$ cat src/sv/gsm_pkg.sv
package gsm_pkg;

  localparam int MAX_DIM   = 1024;
  localparam int DIM_W     = 11;
  localparam int COORD_W   = 10;
  localparam int VALUE_W   = 32;
  localparam int IMAGES    = 8;
  localparam int IDX_W     = 3;
  localparam int TDATA_W   = 56;
  localparam int PAYLOAD_W = 2 * COORD_W + VALUE_W;
  localparam int PADDR_W   = 4;
  localparam int PDATA_W   = 32;

  typedef enum logic [1:0] {
    MODE_COPY = 2'd0,
    MODE_D1   = 2'd1,
    MODE_D2   = 2'd2,
    MODE_D4   = 2'd3
  } mode_t;

  typedef enum logic [1:0] {
    REG_ROWS = 2'd0,
    REG_COLS = 2'd1,
    REG_MODE = 2'd2,
    REG_NONE = 2'd3
  } reg_idx_t;

  typedef logic [COORD_W-1:0] coord_t;

  typedef struct packed {
    logic [DIM_W-1:0] rows;
    logic [DIM_W-1:0] cols;
    mode_t            mode;
  } cfg_t;

  typedef struct packed {
    coord_t row;
    coord_t col;
  } pos_t;

  // One source pixel expanded into its list of destination writes.
  typedef struct packed {
    logic                 none;
    logic [IDX_W-1:0]     last_idx;
    logic [VALUE_W-1:0]   value;
    pos_t [IMAGES-1:0]    pos;
  } img_t;

  // Dimension registers above the largest grid act as the largest grid.
  function automatic logic [DIM_W-1:0] eff_dim(input logic [DIM_W-1:0] dim);
    eff_dim = (dim > DIM_W'(MAX_DIM)) ? DIM_W'(MAX_DIM) : dim;
  endfunction

endpackage

$ cat src/sv/gsm_cfg.sv
module gsm_cfg
  import gsm_pkg::*;
(
  input  logic               clk,
  input  logic               rst,
  input  logic               psel,
  input  logic               penable,
  input  logic               pwrite,
  input  logic [PADDR_W-1:0] paddr,
  input  logic [PDATA_W-1:0] pwdata,
  output logic [PDATA_W-1:0] prdata,
  output logic               pready,
  output cfg_t               cfg
);

  reg_idx_t idx;
  logic     wr;

  assign idx    = reg_idx_t'(paddr[3:2]);
  assign pready = 1'b1;
  assign wr     = psel && penable && pwrite && pready;

  always_ff @(posedge clk) begin
    if (rst) begin
      cfg.rows <= DIM_W'(MAX_DIM);
      cfg.cols <= DIM_W'(MAX_DIM);
      cfg.mode <= MODE_COPY;
    end else if (wr) begin
      case (idx)
        REG_ROWS: cfg.rows <= pwdata[DIM_W-1:0];
        REG_COLS: cfg.cols <= pwdata[DIM_W-1:0];
        REG_MODE: cfg.mode <= mode_t'(pwdata[1:0]);
        default: ;
      endcase
    end
  end

  always_comb begin
    case (idx)
      REG_ROWS: prdata = PDATA_W'(cfg.rows);
      REG_COLS: prdata = PDATA_W'(cfg.cols);
      REG_MODE: prdata = PDATA_W'(cfg.mode);
      default:  prdata = '0;
    endcase
  end

endmodule

$ cat src/sv/gsm_mirror.sv
module gsm_mirror
  import gsm_pkg::*;
(
  input  logic                 clk,
  input  logic                 rst,
  input  cfg_t                 cfg,
  input  logic                 s_tvalid,
  output logic                 s_tready,
  input  logic [TDATA_W-1:0]   s_tdata,
  input  logic                 emit_ready,
  output logic                 img_valid,
  output img_t                 img
);

  // Stage A: captured pixel.
  logic               va;
  coord_t             a_row, a_col;
  logic [VALUE_W-1:0] a_value;
  // Stage B: range checks and mirrored coordinates.
  logic               vb;
  coord_t             b_row, b_col, b_rmi, b_cmj;
  logic [VALUE_W-1:0] b_value;
  mode_t              b_mode;
  logic               b_none;
  logic [IDX_W-1:0]   b_last;
  // Stage C is the image list itself.
  logic               vc;

  logic free_a, free_b, free_c;

  logic [DIM_W-1:0] nr, nc, hr, hc, i_w, j_w, rmi_w, cmj_w;
  logic             on_grid, none_next;
  logic [IDX_W-1:0] last_next;
  pos_t [IMAGES-1:0] pos_next;

  assign free_c    = !vc || img.none || emit_ready;
  assign free_b    = !vb || free_c;
  assign free_a    = !va || free_b;
  assign s_tready  = free_a;
  assign img_valid = vc && !img.none;

  always_ff @(posedge clk) begin
    if (rst) begin
      va <= 1'b0;
      vb <= 1'b0;
      vc <= 1'b0;
    end else begin
      if (free_a) va <= s_tvalid;
      if (free_b) vb <= va;
      if (free_c) vc <= vb;
    end
  end

  // Stage B arithmetic.
  always_comb begin
    nr      = eff_dim(cfg.rows);
    nc      = eff_dim(cfg.cols);
    hr      = DIM_W'(({1'b0, nr} + (DIM_W+1)'(1)) >> 1);
    hc      = DIM_W'(({1'b0, nc} + (DIM_W+1)'(1)) >> 1);
    i_w     = DIM_W'(a_row);
    j_w     = DIM_W'(a_col);
    rmi_w   = nr - DIM_W'(1) - i_w;
    cmj_w   = nc - DIM_W'(1) - j_w;
    on_grid = (i_w < nr) && (j_w < nc);
    none_next = 1'b1;
    last_next = '0;
    case (cfg.mode)
      MODE_COPY: begin
        none_next = !on_grid;
        last_next = IDX_W'(0);
      end
      MODE_D1: begin
        none_next = !(on_grid && i_w < hr);
        last_next = IDX_W'(1);
      end
      MODE_D2: begin
        none_next = !(on_grid && i_w < hr && j_w < hc);
        last_next = IDX_W'(3);
      end
      MODE_D4: begin
        none_next = !(on_grid && nr == nc && i_w < hr && j_w >= i_w && j_w < hr);
        last_next = IDX_W'(7);
      end
      default: ;
    endcase
  end

  // Stage C ordering of the writes; a square grid makes nc - 1 - j equal to N - 1 - j.
  always_comb begin
    for (int k = 0; k < IMAGES; k++) begin
      pos_next[k] = '{row: b_row, col: b_col};
    end
    case (b_mode)
      MODE_D1: begin
        pos_next[1] = '{row: b_rmi, col: b_col};
      end
      MODE_D2: begin
        pos_next[1] = '{row: b_rmi, col: b_col};
        pos_next[2] = '{row: b_row, col: b_cmj};
        pos_next[3] = '{row: b_rmi, col: b_cmj};
      end
      MODE_D4: begin
        pos_next[1] = '{row: b_col, col: b_row};
        pos_next[2] = '{row: b_cmj, col: b_row};
        pos_next[3] = '{row: b_row, col: b_cmj};
        pos_next[4] = '{row: b_rmi, col: b_cmj};
        pos_next[5] = '{row: b_cmj, col: b_rmi};
        pos_next[6] = '{row: b_rmi, col: b_col};
        pos_next[7] = '{row: b_col, col: b_rmi};
      end
      default: ;
    endcase
  end

  always_ff @(posedge clk) begin
    if (free_a) begin
      a_row   <= s_tdata[COORD_W-1:0];
      a_col   <= s_tdata[2*COORD_W-1:COORD_W];
      a_value <= s_tdata[PAYLOAD_W-1:2*COORD_W];
    end
    if (free_b) begin
      b_row   <= a_row;
      b_col   <= a_col;
      b_rmi   <= rmi_w[COORD_W-1:0];
      b_cmj   <= cmj_w[COORD_W-1:0];
      b_value <= a_value;
      b_mode  <= cfg.mode;
      b_none  <= none_next;
      b_last  <= last_next;
    end
    if (free_c) begin
      img.none     <= b_none;
      img.last_idx <= b_last;
      img.value    <= b_value;
      img.pos      <= pos_next;
    end
  end

endmodule

$ cat src/sv/gsm_emit.sv
module gsm_emit
  import gsm_pkg::*;
(
  input  logic               clk,
  input  logic               rst,
  input  logic               img_valid,
  input  img_t               img,
  output logic               emit_ready,
  output logic               m_tvalid,
  input  logic               m_tready,
  output logic [TDATA_W-1:0] m_tdata,
  output logic               m_tlast
);

  img_t             cur;
  logic [IDX_W-1:0] k;
  logic             fin;

  assign fin        = (k == cur.last_idx);
  // A new list is taken when the holding register is empty or its final write leaves.
  assign emit_ready = !m_tvalid || (m_tready && fin);
  assign m_tlast    = fin;
  assign m_tdata    = {(TDATA_W-PAYLOAD_W)'(0), cur.value, cur.pos[k].col, cur.pos[k].row};

  always_ff @(posedge clk) begin
    if (rst) begin
      m_tvalid <= 1'b0;
      k        <= '0;
    end else if (emit_ready) begin
      m_tvalid <= img_valid;
      k        <= '0;
    end else if (m_tready) begin
      k <= k + IDX_W'(1);
    end
  end

  always_ff @(posedge clk) begin
    if (emit_ready) cur <= img;
  end

endmodule

$ cat src/sv/grid_symmetry_mirror_writer.sv
// Channel   Role     Request fields
// s_*       in       s_tdata: src_row, src_col, pixel_value
// m_*       out      m_tdata: dst_row, dst_col, dst_value; m_tlast: last_write
// apb       config   grid_rows @0x0, grid_cols @0x4, symmetry_mode @0x8
//
// A pixel passes three register stages before its writes reach the output register.
// Writes leave one per cycle while m_tready is high; a pixel makes 1, 2, 4 or 8 writes
// (copy, D1, D2, D4); pixels that cause no write are dropped at one per cycle.
// Reset is synchronous and clears the valid bits and sets the config registers to their defaults.
// A stall on m_tready holds the stages behind a pending write; nothing is lost or repeated.
module grid_symmetry_mirror_writer
  import gsm_pkg::*;
(
  input  logic               clk,
  input  logic               rst,
  input  logic               s_tvalid,
  output logic               s_tready,
  input  logic [TDATA_W-1:0] s_tdata,   // [9:0] src_row, [19:10] src_col, [51:20] pixel_value
  output logic               m_tvalid,
  input  logic               m_tready,
  output logic [TDATA_W-1:0] m_tdata,   // [9:0] dst_row, [19:10] dst_col, [51:20] dst_value
  output logic               m_tlast,
  input  logic               psel,
  input  logic               penable,
  input  logic               pwrite,
  input  logic [PADDR_W-1:0] paddr,
  input  logic [PDATA_W-1:0] pwdata,
  output logic [PDATA_W-1:0] prdata,
  output logic               pready
);

  cfg_t cfg;
  img_t img;
  logic img_valid;
  logic emit_ready;

  gsm_cfg u_cfg (
    .clk     (clk),
    .rst     (rst),
    .psel    (psel),
    .penable (penable),
    .pwrite  (pwrite),
    .paddr   (paddr),
    .pwdata  (pwdata),
    .prdata  (prdata),
    .pready  (pready),
    .cfg     (cfg)
  );

  gsm_mirror u_mirror (
    .clk        (clk),
    .rst        (rst),
    .cfg        (cfg),
    .s_tvalid   (s_tvalid),
    .s_tready   (s_tready),
    .s_tdata    (s_tdata),
    .emit_ready (emit_ready),
    .img_valid  (img_valid),
    .img        (img)
  );

  gsm_emit u_emit (
    .clk        (clk),
    .rst        (rst),
    .img_valid  (img_valid),
    .img        (img),
    .emit_ready (emit_ready),
    .m_tvalid   (m_tvalid),
    .m_tready   (m_tready),
    .m_tdata    (m_tdata),
    .m_tlast    (m_tlast)
  );

endmodule

$ cat config.mk
export PLATFORM = sky130hd
export DESIGN_NAME = grid_symmetry_mirror_writer
export DESIGN_NICKNAME = d
export VERILOG_FILES = /design/src/sv/gsm_pkg.sv /design/src/sv/gsm_cfg.sv /design/src/sv/gsm_mirror.sv /design/src/sv/gsm_emit.sv /design/src/sv/grid_symmetry_mirror_writer.sv
export SDC_FILE = /design/constraint.sdc
export NUM_CORES = 1
export LEC_CHECK = 0
export BUFFER_PORTS_ARGS = -buffer_cell sky130_fd_sc_hd__clkbuf_2
export CAP_MARGIN = 20
export CORE_MARGIN = 8
export CORE_UTILIZATION = 50
export DETAILED_ROUTE_END_ITERATION = 16
export PLACE_DENSITY = 0.84
export SLEW_MARGIN = 20
export SYNTH_ARGS = -nofsm -noshare
export SYNTH_HDL_FRONTEND = slang
export SYNTH_SLANG_ARGS = --single-unit
$ cat constraint.sdc
create_clock -name clk -period 8.7 [get_ports clk]
set_clock_uncertainty 0.05 [all_clocks]
set_input_delay 0.435 -clock clk [delete_from_list [all_inputs] [get_ports clk]]
set_output_delay 0.435 -clock clk [all_outputs]
set_load 0.01 [all_outputs]
==> impl_metrics.toml, run 1 <==
[synthesis]
synthArstFlopShare = 0
synth_top_area_share = 0.675
ys_ff_latch = 492
synth_area_leaders = "edfxtp_1 (67%), ha_1 (4.5%), nand2_1 (3.1%)"
synth_area_leader_cell = "edfxtp_1"
syn_area_per_cell_sq_um = 14.9
synthCells = 1376
synth_edf_count = 461
ys.flop_type = "edfxtp_1"
synth.distinct_cells = 58
synth_seq_area_share = 0.705
synth-warning-count = 0
synth_area_sq_um = 20500

[critical_path]
worstPathArrival_ps = 4700
r2r-start = "u_emit.k[1]$_SDFFE_PP0P_"
path_max_fanout = 98
critPathCaptureType = "flop"
reg2reg_depth = 8
timing.rr.end = "u_mirror.img[23]$_DFFE_PP_"
criticalPathCategory = "reg2reg"
rrSetupSlack_ps = 4110
startpoint = "u_emit.k[1]$_SDFFE_PP0P_"
endpoint = "u_mirror.img[23]$_DFFE_PP_"
critPathRequiredTime_ps = 8810
critPathLaunchType = "flop"

[die]
rows = 74
core_sq_um = 40600
floorplan.initialDensity = 0.505
die_h_um = 219
io_pins = 191
die_area_sq_um = 47800
die_x_um = 219

[cts]
htreeDepth = 2
cts_root_buf = "clkbuf_16"
cts.sink_count = 492
numCtsBuffers = 47
ctsResizeCount = 0
cts_tree = "built"
clock_latency_ps = 540
path_clk_slew_ps = 60
cts_buffer_depth = 3

[sta]
rsz0062_at_grt = "false"
post-route-min-period_ps = 4590
max_freq_ghz = 0.218
fin_hold_ws_ps = 20.5
period_share = 0.528
setup_tns_ps = 0
slew_violations = 0
slew_headroom = 0.276
tightest_slew_ps = 1090
layout_setup_ws_ps = 4110
final_hold_viol_count = 0
setup_violations = 0

[global_route]
grtUsageTotal = 0.170
grt_overflow = 0
antenna_found_initial = 1
first_global_vias = 11700
grt_max_degree = 99
grt_pass1_wl_mm = 63.5

[power]
p_leak_nw = 9.09
p_total_mw = 4.94
vdd_drop_max_mv = 0.139
p_per_area_nw_per_um2 = 213

[placed_design]
dpl.cell_count = 1970
place.port_buffers = 137
placed_area_sq_um = 21400
pre_cts_slack_ps = 4060
dpl.hpwl_mm = 27.3
gp_congestion = 0.878

[worst_hold_path]
hold_start = "s_tdata[12]"
hold_path_class = "in2reg"
whs_path_depth = 1

[layout]
nFillCells = 2961
final_net_count = 1676
final_core_util = 0.569
final_cell_mix = "edfxtp_1 (461), nand2_1 (168), clkbuf_2 (137)"
final_common_cell = "edfxtp_1"
drive_gt1_frac = 0.186
stdcell_count = 2070
diodes = 0
area_growth_pct = 12.7
final_area_sq_um = 23100

[detailed_routing]
wl_per_cell_um = 20.1
drt-initial-drc-count = 870
totalWireLength_mm = 41.6
antenna_left = 0
vias_per_cell = 5.48
vias = 11300
dr.pass1.iters = 6
drc_errors = 0

[run_status]
status = "completed"

[run]
cap_violations = 0
cell usage after synthesis (all sizes together) (3+ instances only):
master	number
clkbuf	36
o2111ai	4
nor2b	13
and3	3
a21oi	38
a22oi	20
inv	48
edfxtp	461
nand2b	37
o22ai	6
nand4	3
buf	74
nand4b	3
mux2i	43
nor3	8
xor2	13
nand3	9
o21ai	43
o21a	3
nor2	71
mux2	30
xnor2	28
nor4bb	3
nand2	171
ha	73
a22o	22
or2	6
mux4	20
a211o	3
o211ai	3
a31oi	8
a21o	17
dfxtp	31
worst max-delay path, cell delays in order, from the launching register on:
cell and delay [ps]:
dfxtp_2 310, buf_4 670, xor2_1 170, nor3_1 270, nand2_1 170, nand2_8 530
nor2_1 360, inv_6 600, buf_4 910
metal layers:
metal / share of wire / track usage
met2: 0.50 / 0.289
met1: 0.39 / 0.206
met3: 0.077 / 0.0430
met4: 0.031 / 0.0670
met5: 0.00026 / 0
cell type report:
cell class | instances | area (sq um) | share of cell area
inverter | 48 | 185 | 0.00801
tap | 532 | 666 | 0.0288
sequential | 492 | 14500 | 0.625
timing repair buffer | 163 | 933 | 0.0404
multi-input combinational | 750 | 5370 | 0.232
clock buffer | 59 | 1260 | 0.0546
clock inverter | 26 | 248 | 0.0107
sequential cells by signal, indices dropped and copies added, names as in the netlist, 24 cells and up:
| name | cells |
|---|---|
| u_mirror.img | 166 |
| u_emit.cur | 133 |
| u_emit.m_tdata | 32 |
| u_mirror.a_value | 32 |
| u_mirror.b_value | 32 |
| u_cfg.cfg | 24 |
logic make-up after synthesis:
| kind of cell | Yosys count | synth area share |
|---|---|---|
| mux | 93 | 0.0594 |
| other cells | 2 | 0.000366 |
| simple gates | 336 | 0.0736 |
| buf+inv | 158 | 0.0404 |
| flops | 492 | 0.705 |
| xor+xnor | 41 | 0.0175 |
| fa+ha+maj | 77 | 0.0474 |
| compound gates | 177 | 0.0565 |
power breakdown:
part	total, mW	switching [mW]	internal [mW]
combinational	0.181	0.100	0.0803
sequential	2.78	0.0655	2.72
clock	1.98	0.825	1.15
worst min path at each step:
| stage | end |
|---|---|
| CTS | u_mirror.a_row[8]$_DFFE_PP_ |
| global placement | u_mirror.img[160]$_DFFE_PP_ |
| finish | u_mirror.a_col[2]$_DFFE_PP_ |
| detailed placement | u_emit.cur[113]$_DFFE_PP_ |
| global route | u_mirror.a_value[7]$_DFFE_PP_ |
| floorplan | u_emit.cur[0]$_DFFE_PP_ |
what timing repair did:
action                    in CTS  in global routing
hold buffers                  11                  2
buffers inserted               0                  0
hold endpoints to repair      11                  2
No activity file was read; power rests on OpenSTA's default activity.
==> run 2: changes to the inputs <==
--- a/config.mk
+++ b/config.mk
@@ -10,7 +10,7 @@
 export CORE_MARGIN = 8
 export CORE_UTILIZATION = 50
 export DETAILED_ROUTE_END_ITERATION = 16
-export PLACE_DENSITY = 0.84
+export PLACE_DENSITY = 0.81
 export SLEW_MARGIN = 20
 export SYNTH_ARGS = -nofsm -noshare
 export SYNTH_HDL_FRONTEND = slang
==> constraint.sdc (replaced) <==
create_clock -name clk -period 4.8 [get_ports clk]
set_clock_uncertainty 0.05 [all_clocks]
set_input_delay 0.24 -clock clk [delete_from_list [all_inputs] [get_ports clk]]
set_output_delay 0.24 -clock clk [all_outputs]
set_load 0.01 [all_outputs]
==> run 2 against run 1 <==
Register-to-register slack worse by 2900 ps; critical path depth is 4 higher; sequential share of layout area is 1.3 points lower; power is 82% higher; largest power group unchanged; first-iteration DRC count is 5.5% lower; via count is 1.5% higher; wire length is 3.8% higher; sequential power is 81% higher; flip-flop and latch count stayed put; largest cell class unchanged.
==> impl_metrics.toml, run 2 (same netlist as run 1, synthesis figures left out) <==
[run_status]
status = "completed"

[die]
die_x_um = 219
rows = 74
floorplan.initialDensity = 0.505
io_pins = 191
die_h_um = 219
die_area_sq_um = 47800
core_sq_um = 40600

[sta]
max_freq_ghz = 0.280
rsz0062_at_grt = "false"
slew_headroom = 0.295
layout_setup_ws_ps = 1220
setup_violations = 0
post-route-min-period_ps = 3580
period_share = 0.745
slew_violations = 0
setup_tns_ps = 0
tightest_slew_ps = 1060
final_hold_viol_count = 0

[cts]
htreeDepth = 2
cts_root_buf = "clkbuf_16"
path_clk_slew_ps = 70
cts.sink_count = 492
numCtsBuffers = 48
cts_tree = "built"
cts_buffer_depth = 3
clock_latency_ps = 560
cts_setup_buffers = 0

[layout]
stdcell_count = 2123
final_common_cell = "edfxtp_1"
final_core_util = 0.582
final_net_count = 1728
regMostFlops = "u_mirror.img"
drive_gt1_frac = 0.182
reg_top3 = "u_mirror.img (166), u_emit.cur (133)"
largest_reg_flops = 166
diodes = 0
final_cell_mix = "edfxtp_1 (461), nand2_1 (168), clkbuf_2 (137)"
area_growth_pct = 15.2

[detailed_routing]
drt-initial-drc-count = 822
dr_wl_met2_mm = 22.2
vias_per_cell = 5.42
vias = 11500
wl_met1_mm = 16.8
drc_errors = 0
dr.pass1.iters = 7
antenna_left = 0
totalWireLength_mm = 43.2
wl_per_cell_um = 20.4
highest_layer = "met4"
wl_met3_mm = 2.76

[placed_design]
dpl.cell_count = 1971
gp_congestion = 0.886
place.port_buffers = 137
pre_cts_slack_ps = 1210
dpl.hpwl_mm = 27.5

[global_route]
antenna_found_initial = 0
grt_max_degree = 135
grt_pass1_wl_mm = 65.2
grt_overflow = 0
grtUsageTotal = 0.177
first_global_vias = 11700

[worst_hold_path]
whs_path_depth = 3
min_to = "u_cfg.cfg[0]$_SDFFE_PP0P_"
hold_start = "paddr[3]"
hold_path_class = "in2reg"

[critical_path]
r2r-start = "u_cfg.cfg[23]$_SDFFE_PP1P_"
worstPathCellList = "nor2_1 -> ha_1 -> nand4b_1 -> nor4_1 -> xnor2_1 -> ha_1 -> a21o_1 -> a2111oi_2 -> nand2_1 -> o21a_1 -> nand4b_1 -> or3_1"
worst_path_max_delay_cell = "dfxtp_1"
critPathCaptureType = "flop"
max_stage_delay_ps = 500
timing.rr.end = "u_mirror.b_none$_DFFE_PP_"
reg2reg_depth = 12
critPathRequiredTime_ps = 5060
critPathLaunchType = "flop"
startpoint = "u_cfg.cfg[23]$_SDFFE_PP1P_"
criticalPathCategory = "reg2reg"
path_max_fanout = 23
rrSetupSlack_ps = 1220
worstPathArrival_ps = 3840

[power]
p_per_area_nw_per_um2 = 381
vdd_drop_max_mv = 0.251
p_leak_nw = 9.29

[run]
cap_violations = 0
-- run 2: changes by cell type in the layout (fill, tap and decap cells not counted), sizes merged --
cell	previous run	this run
buf	13	12
bufinv	4	3
clkbuf	196	199
clkinv	18	16
clkinvlp	2	3
dlygate4sd3	13	65
inv	50	51
-- run 2: routing by layer --
metal,global-route usage,vias up
met3,0.0321,108
met2,0.313,409
met5,0,-
li1,-,5341
met1,0.211,5645
met4,0.0748,0
-- run 2: how the worst max path moves through the flow --
stage	endpoint	slack [ps]	cells past startpoint
after floorplan	u_mirror.img[10]$_DFFE_PP_	60	7
after CTS	u_mirror.b_none$_DFFE_PP_	1220	12
after global placement	u_mirror.b_none$_DFFE_PP_	1230	12
after detailed placement	u_mirror.b_none$_DFFE_PP_	1210	12
final	u_mirror.b_none$_DFFE_PP_	1220	12
after global routing	u_mirror.b_none$_DFFE_PP_	1010	12
-- run 2: stage by stage --
stage | hold WS (ps) | total power, mW | area [sq um]
after floorplan | 289 | 5.30 | 20600
after global placement | 350 | 5.41 | 21500
after global routing | 211 | 9.28 | 23600
final | 175 | 9.00 | 23600
after CTS | 116 | 9.03 | 23600
after detailed placement | 355 | 5.44 | 21500
-- run 2: critical path, delay by kind of cell, from the launching register on --
family / cells / cell delay [ps]
AOI/OAI and AO/OA: 3 / 720
adders and majority gates: 2 / 450
and+or+nand+nor: 6 / 1450
xor gates and xnor gates: 1 / 180
DFF: 1 / 500
-- run 2: final cells by class --
type                    instances  area, sq um
fillers                      2978        17000
flip-flops and latches        492        14500
multi-input cells             750         5390
repair buffers                214         1440
clock buffers                  62         1270
well taps                     532          666
clock inverters                25          221
inverters                      48          184
-- run 2: what timing repair did --
action / CTS / global route
hold buffers: 65 / 0
hold endpoints to repair: 79 / 0
resized for setup: 0 / 0
endpoints found under the setup margin: 0 / 0
-- run 2: power by group --
| group | switching [mW] | internal (mW) | total [mW] |
|---|---|---|---|
| clock | 1.55 | 2.05 | 3.59 |
| sequential | 0.123 | 4.92 | 5.04 |
| combinational | 0.187 | 0.174 | 0.361 |
| total | 1.86 | 7.14 | 9.00 |
==> run 3: changes to the inputs <==
--- a/config.mk
+++ b/config.mk
@@ -5,12 +5,13 @@
 export SDC_FILE = /design/constraint.sdc
 export NUM_CORES = 1
 export LEC_CHECK = 0
+export ABC_AREA = 1
 export BUFFER_PORTS_ARGS = -buffer_cell sky130_fd_sc_hd__clkbuf_2
 export CAP_MARGIN = 20
 export CORE_MARGIN = 8
 export CORE_UTILIZATION = 50
 export DETAILED_ROUTE_END_ITERATION = 16
-export PLACE_DENSITY = 0.81
+export PLACE_DENSITY = 0.84
 export SLEW_MARGIN = 20
 export SYNTH_ARGS = -nofsm -noshare
 export SYNTH_HDL_FRONTEND = slang
==> constraint.sdc (replaced) <==
create_clock -name clk -period 2.9 [get_ports clk]
set_clock_uncertainty 0.05 [all_clocks]
set_input_delay 0.145 -clock clk [delete_from_list [all_inputs] [get_ports clk]]
set_output_delay 0.145 -clock clk [all_outputs]
set_load 0.01 [all_outputs]
==> run 3 against run 2 <==
The run now ends with negative setup slack left; fmax is 19% higher; sequential power is 66% higher; cell count is 14% higher; combinational power is 140% higher; worst setup slack worse by 1300 ps; design area is 3.8% higher; critical path type unchanged; highest routed layer is now met5.
==> impl_metrics.toml, run 3 <==
[sta]
fin_hold_ws_ps = 121
setup_violations = 1
period_share = 1.03
max_freq_ghz = 0.334
slew_violations = 0
rsz0062_at_grt = "true"
slew_headroom = 0.312
layout_setup_ws_ps = -95.2
tightest_slew_ps = 1030
post-route-min-period_ps = 3000
final_hold_viol_count = 0

[layout]
reg_top3 = "u_mirror.img (166), u_emit.cur (133)"
stdcell_count = 2429
largest_reg_flops = 166
final_area_sq_um = 24500
drive_gt1_frac = 0.203
diodes = 0
final_net_count = 2036
regMostFlops = "u_mirror.img"
final_common_cell = "edfxtp_1"
final_cell_mix = "edfxtp_1 (461), nand2_1 (234), clkbuf_2 (137)"
final_core_util = 0.604
area_growth_pct = 19.9
nFillCells = 2914

[critical_path]
worstPathArrival_ps = 3260
cp_top_family = "simple AND/OR/NAND/NOR gates"
cp_num_buf_inv = 0
critPathCaptureType = "flop"
critPathLaunchType = "flop"
max_stage_delay_ps = 320
cpMostUsedCell = "nand2_1"
path_max_fanout = 4
critPathRequiredTime_ps = 3170
worstPathCellList = "nor2_2 -> nand3_2 -> nor2_4 -> nor2_4 -> nor2_4 -> ha_4 -> nand2_1 -> nor2_2 -> nand4_1 -> nor2_2 -> a31oi_2 -> ha_2 -> a21oi_1 -> o21ai_1 -> nor2_1 -> o221ai_1 -> nor2_1 -> nand2_1 -> nor3_2 -> nand2_1 -> nand2_1 -> nand4_1"
criticalPathCategory = "reg2reg"
worst_path_max_delay_cell = "dfxtp_2"

[synthesis]
synth-xor-area-share = 0.0154
synthArstFlopShare = 0
synth-compound-area-share = 0.0887
synth_area_sq_um = 20500
ys_ff_latch = 492
muxShareOfSynthArea = 0
synth_edf_count = 461
synth_area_leader_cell = "edfxtp_1"
synth_top_area_share = 0.676
synthCells = 1581
synth_seq_area_share = 0.707
synth_area_leaders = "edfxtp_1 (68%), ha_1 (4.5%), nand2_1 (4.4%)"
synth-warning-count = 0
synth.distinct_cells = 50
synth_top_family_by_area = "compound AO/OA/AOI/OAI gates"
syn_area_per_cell_sq_um = 12.9
synthSimpleGateAreaFrac = 0.0871
synth_most_common_cell = "edfxtp_1"
synth_common_cells = "edfxtp_1 (461), nand2_1 (241), inv_1 (126)"
ys.flop_type = "edfxtp_1"
synthAdderAreaFrac = 0.0466

[global_route]
grt_use_met2 = 0.343
grtUsageMet1 = 0.229
grt_max_degree = 168
grt_pass1_wl_mm = 71.6
met3_usage = 0.0296
grtUsageTotal = 0.191
grt_overflow = 0
antenna_found_initial = 1
first_global_vias = 13400
busiest_layer = "met2"

[power]
clock_power_share = 0.374
p_comb_frac = 0.058
p_per_area_nw_per_um2 = 601
swShare = 0.215
p_int_mw = 11.6
p_seq_frac = 0.568
p_leak_nw = 10.1
p_switching_mw = 3.18
vdd_drop_max_mv = 0.466

[detailed_routing]
antenna_left = 0
dr.pass1.iters = 8
totalWireLength_mm = 46.8
wl_per_cell_um = 19.3
drt-initial-drc-count = 1207
drc_errors = 0
vias_per_cell = 5.40
vias = 13100

[run_status]
failed_checks = "negative setup slack"
status = "finished with violations"

[placed_design]
place.port_buffers = 137
dpl.cell_count = 2262
placed_area_sq_um = 22200
dpl.hpwl_mm = 31.5
pre_cts_slack_ps = -146
gp_congestion = 0.895

[worst_hold_path]
hold_path_class = "in2reg"

[die]
core_sq_um = 40600
rows = 74
die_h_um = 218
die_area_sq_um = 47700
floorplan.initialDensity = 0.503
io_pins = 191
die_x_um = 218

[cts]
cts_buffer_depth = 3
htreeDepth = 2
numCtsBuffers = 47
cts.sink_count = 492
cts_tree = "built"
clock_latency_ps = 570
path_clk_slew_ps = 60
cts_root_buf = "clkbuf_16"

[run]
cap_violations = 0
-- run 3: cell count changes after synthesis, sizes merged, moves of 22 or more --
cell	delta
nor2	+42
inv	+84
o22ai	+42
o21ai	+70
a22o	-22
nand2b	-37
nand2	+74
a21oi	+45
mux2	-30
xnor2	-22
mux2i	-43
nand3	+39
-- run 3: power groups by stage --
stage                     clock (mW)  sequential, mW  combinational, mW
final                           5.51            8.38              0.859
after global placement             0            8.49              0.719
after floorplan                    0            8.43              0.500
after detailed placement           0            8.52              0.747
after global routing            5.86            8.41              0.947
after CTS                       5.59            8.37              0.833
-- run 3: tightest hold or removal path, stage by stage --
cell and delay (ps):
clkbuf_2 90, nand3_1 120, nor2_1 100, o21ai_0 180, nor2_1 60
-- run 3: metrics by stage --
stage | TNS, ps | total power [mW]
2_1_floorplan | -697960 | 8.93
3_5_place_dp | -146 | 9.27
3_3_place_gp | -83.6 | 9.20
4_1_cts | 0 | 14.8
6_report | -95.2 | 14.7
5_1_grt | -536 | 15.2
-- run 3: final timing paths --
path	start	end	slack (ps)	depth (start not counted)
min	pwrite	u_cfg.cfg[22]$_SDFFE_PP0P_	120	5
max reg2reg	u_cfg.cfg[18]$_SDFFE_PP0P_	u_mirror.b_none$_DFFE_PP_	-100	22
min reg2reg	u_mirror.img[134]$_DFFE_PP_	u_emit.cur[134]$_DFFE_PP_	360	0
max	u_cfg.cfg[18]$_SDFFE_PP0P_	u_mirror.b_none$_DFFE_PP_	-100	22
-- run 3: final cells by class --
class                   count  area (sq um)  share of cell area
clock buffers              60          1220              0.0499
repair buffers            316          2330              0.0950
flip-flops and latches    492         14500               0.590
multi-input cells         872          5190               0.211
inverters                 133           509              0.0207
well taps                 532           666              0.0271
clock inverters            24           154             0.00627
-- run 3: what timing repair did --
item                                   CTS  global route
gates cloned                             0             1
setup endpoints to repair                2            10
hold buffers                            74             0
endpoints found under the hold margin   82             0
gates resized for setup                  7            43
setup buffers                            2             6
pin swaps                                6            24
-- run 3: cells by family after synthesis --
family	after synthesis
xor gates and xnor gates	36
other	2
and+or+nand+nor	425
DFF	492
AOI/OAI and AO/OA	310
buffers and inverters	241
adders and majority gates	75
-- run 3: metal layers --
metal,share of wire,wire [um],up-vias
li1,-,-,6131
met1,0.38,17800,6288
met2,0.52,24200,582
met3,0.068,3190,124
met4,0.034,1600,2
met5,0.00028,13,-
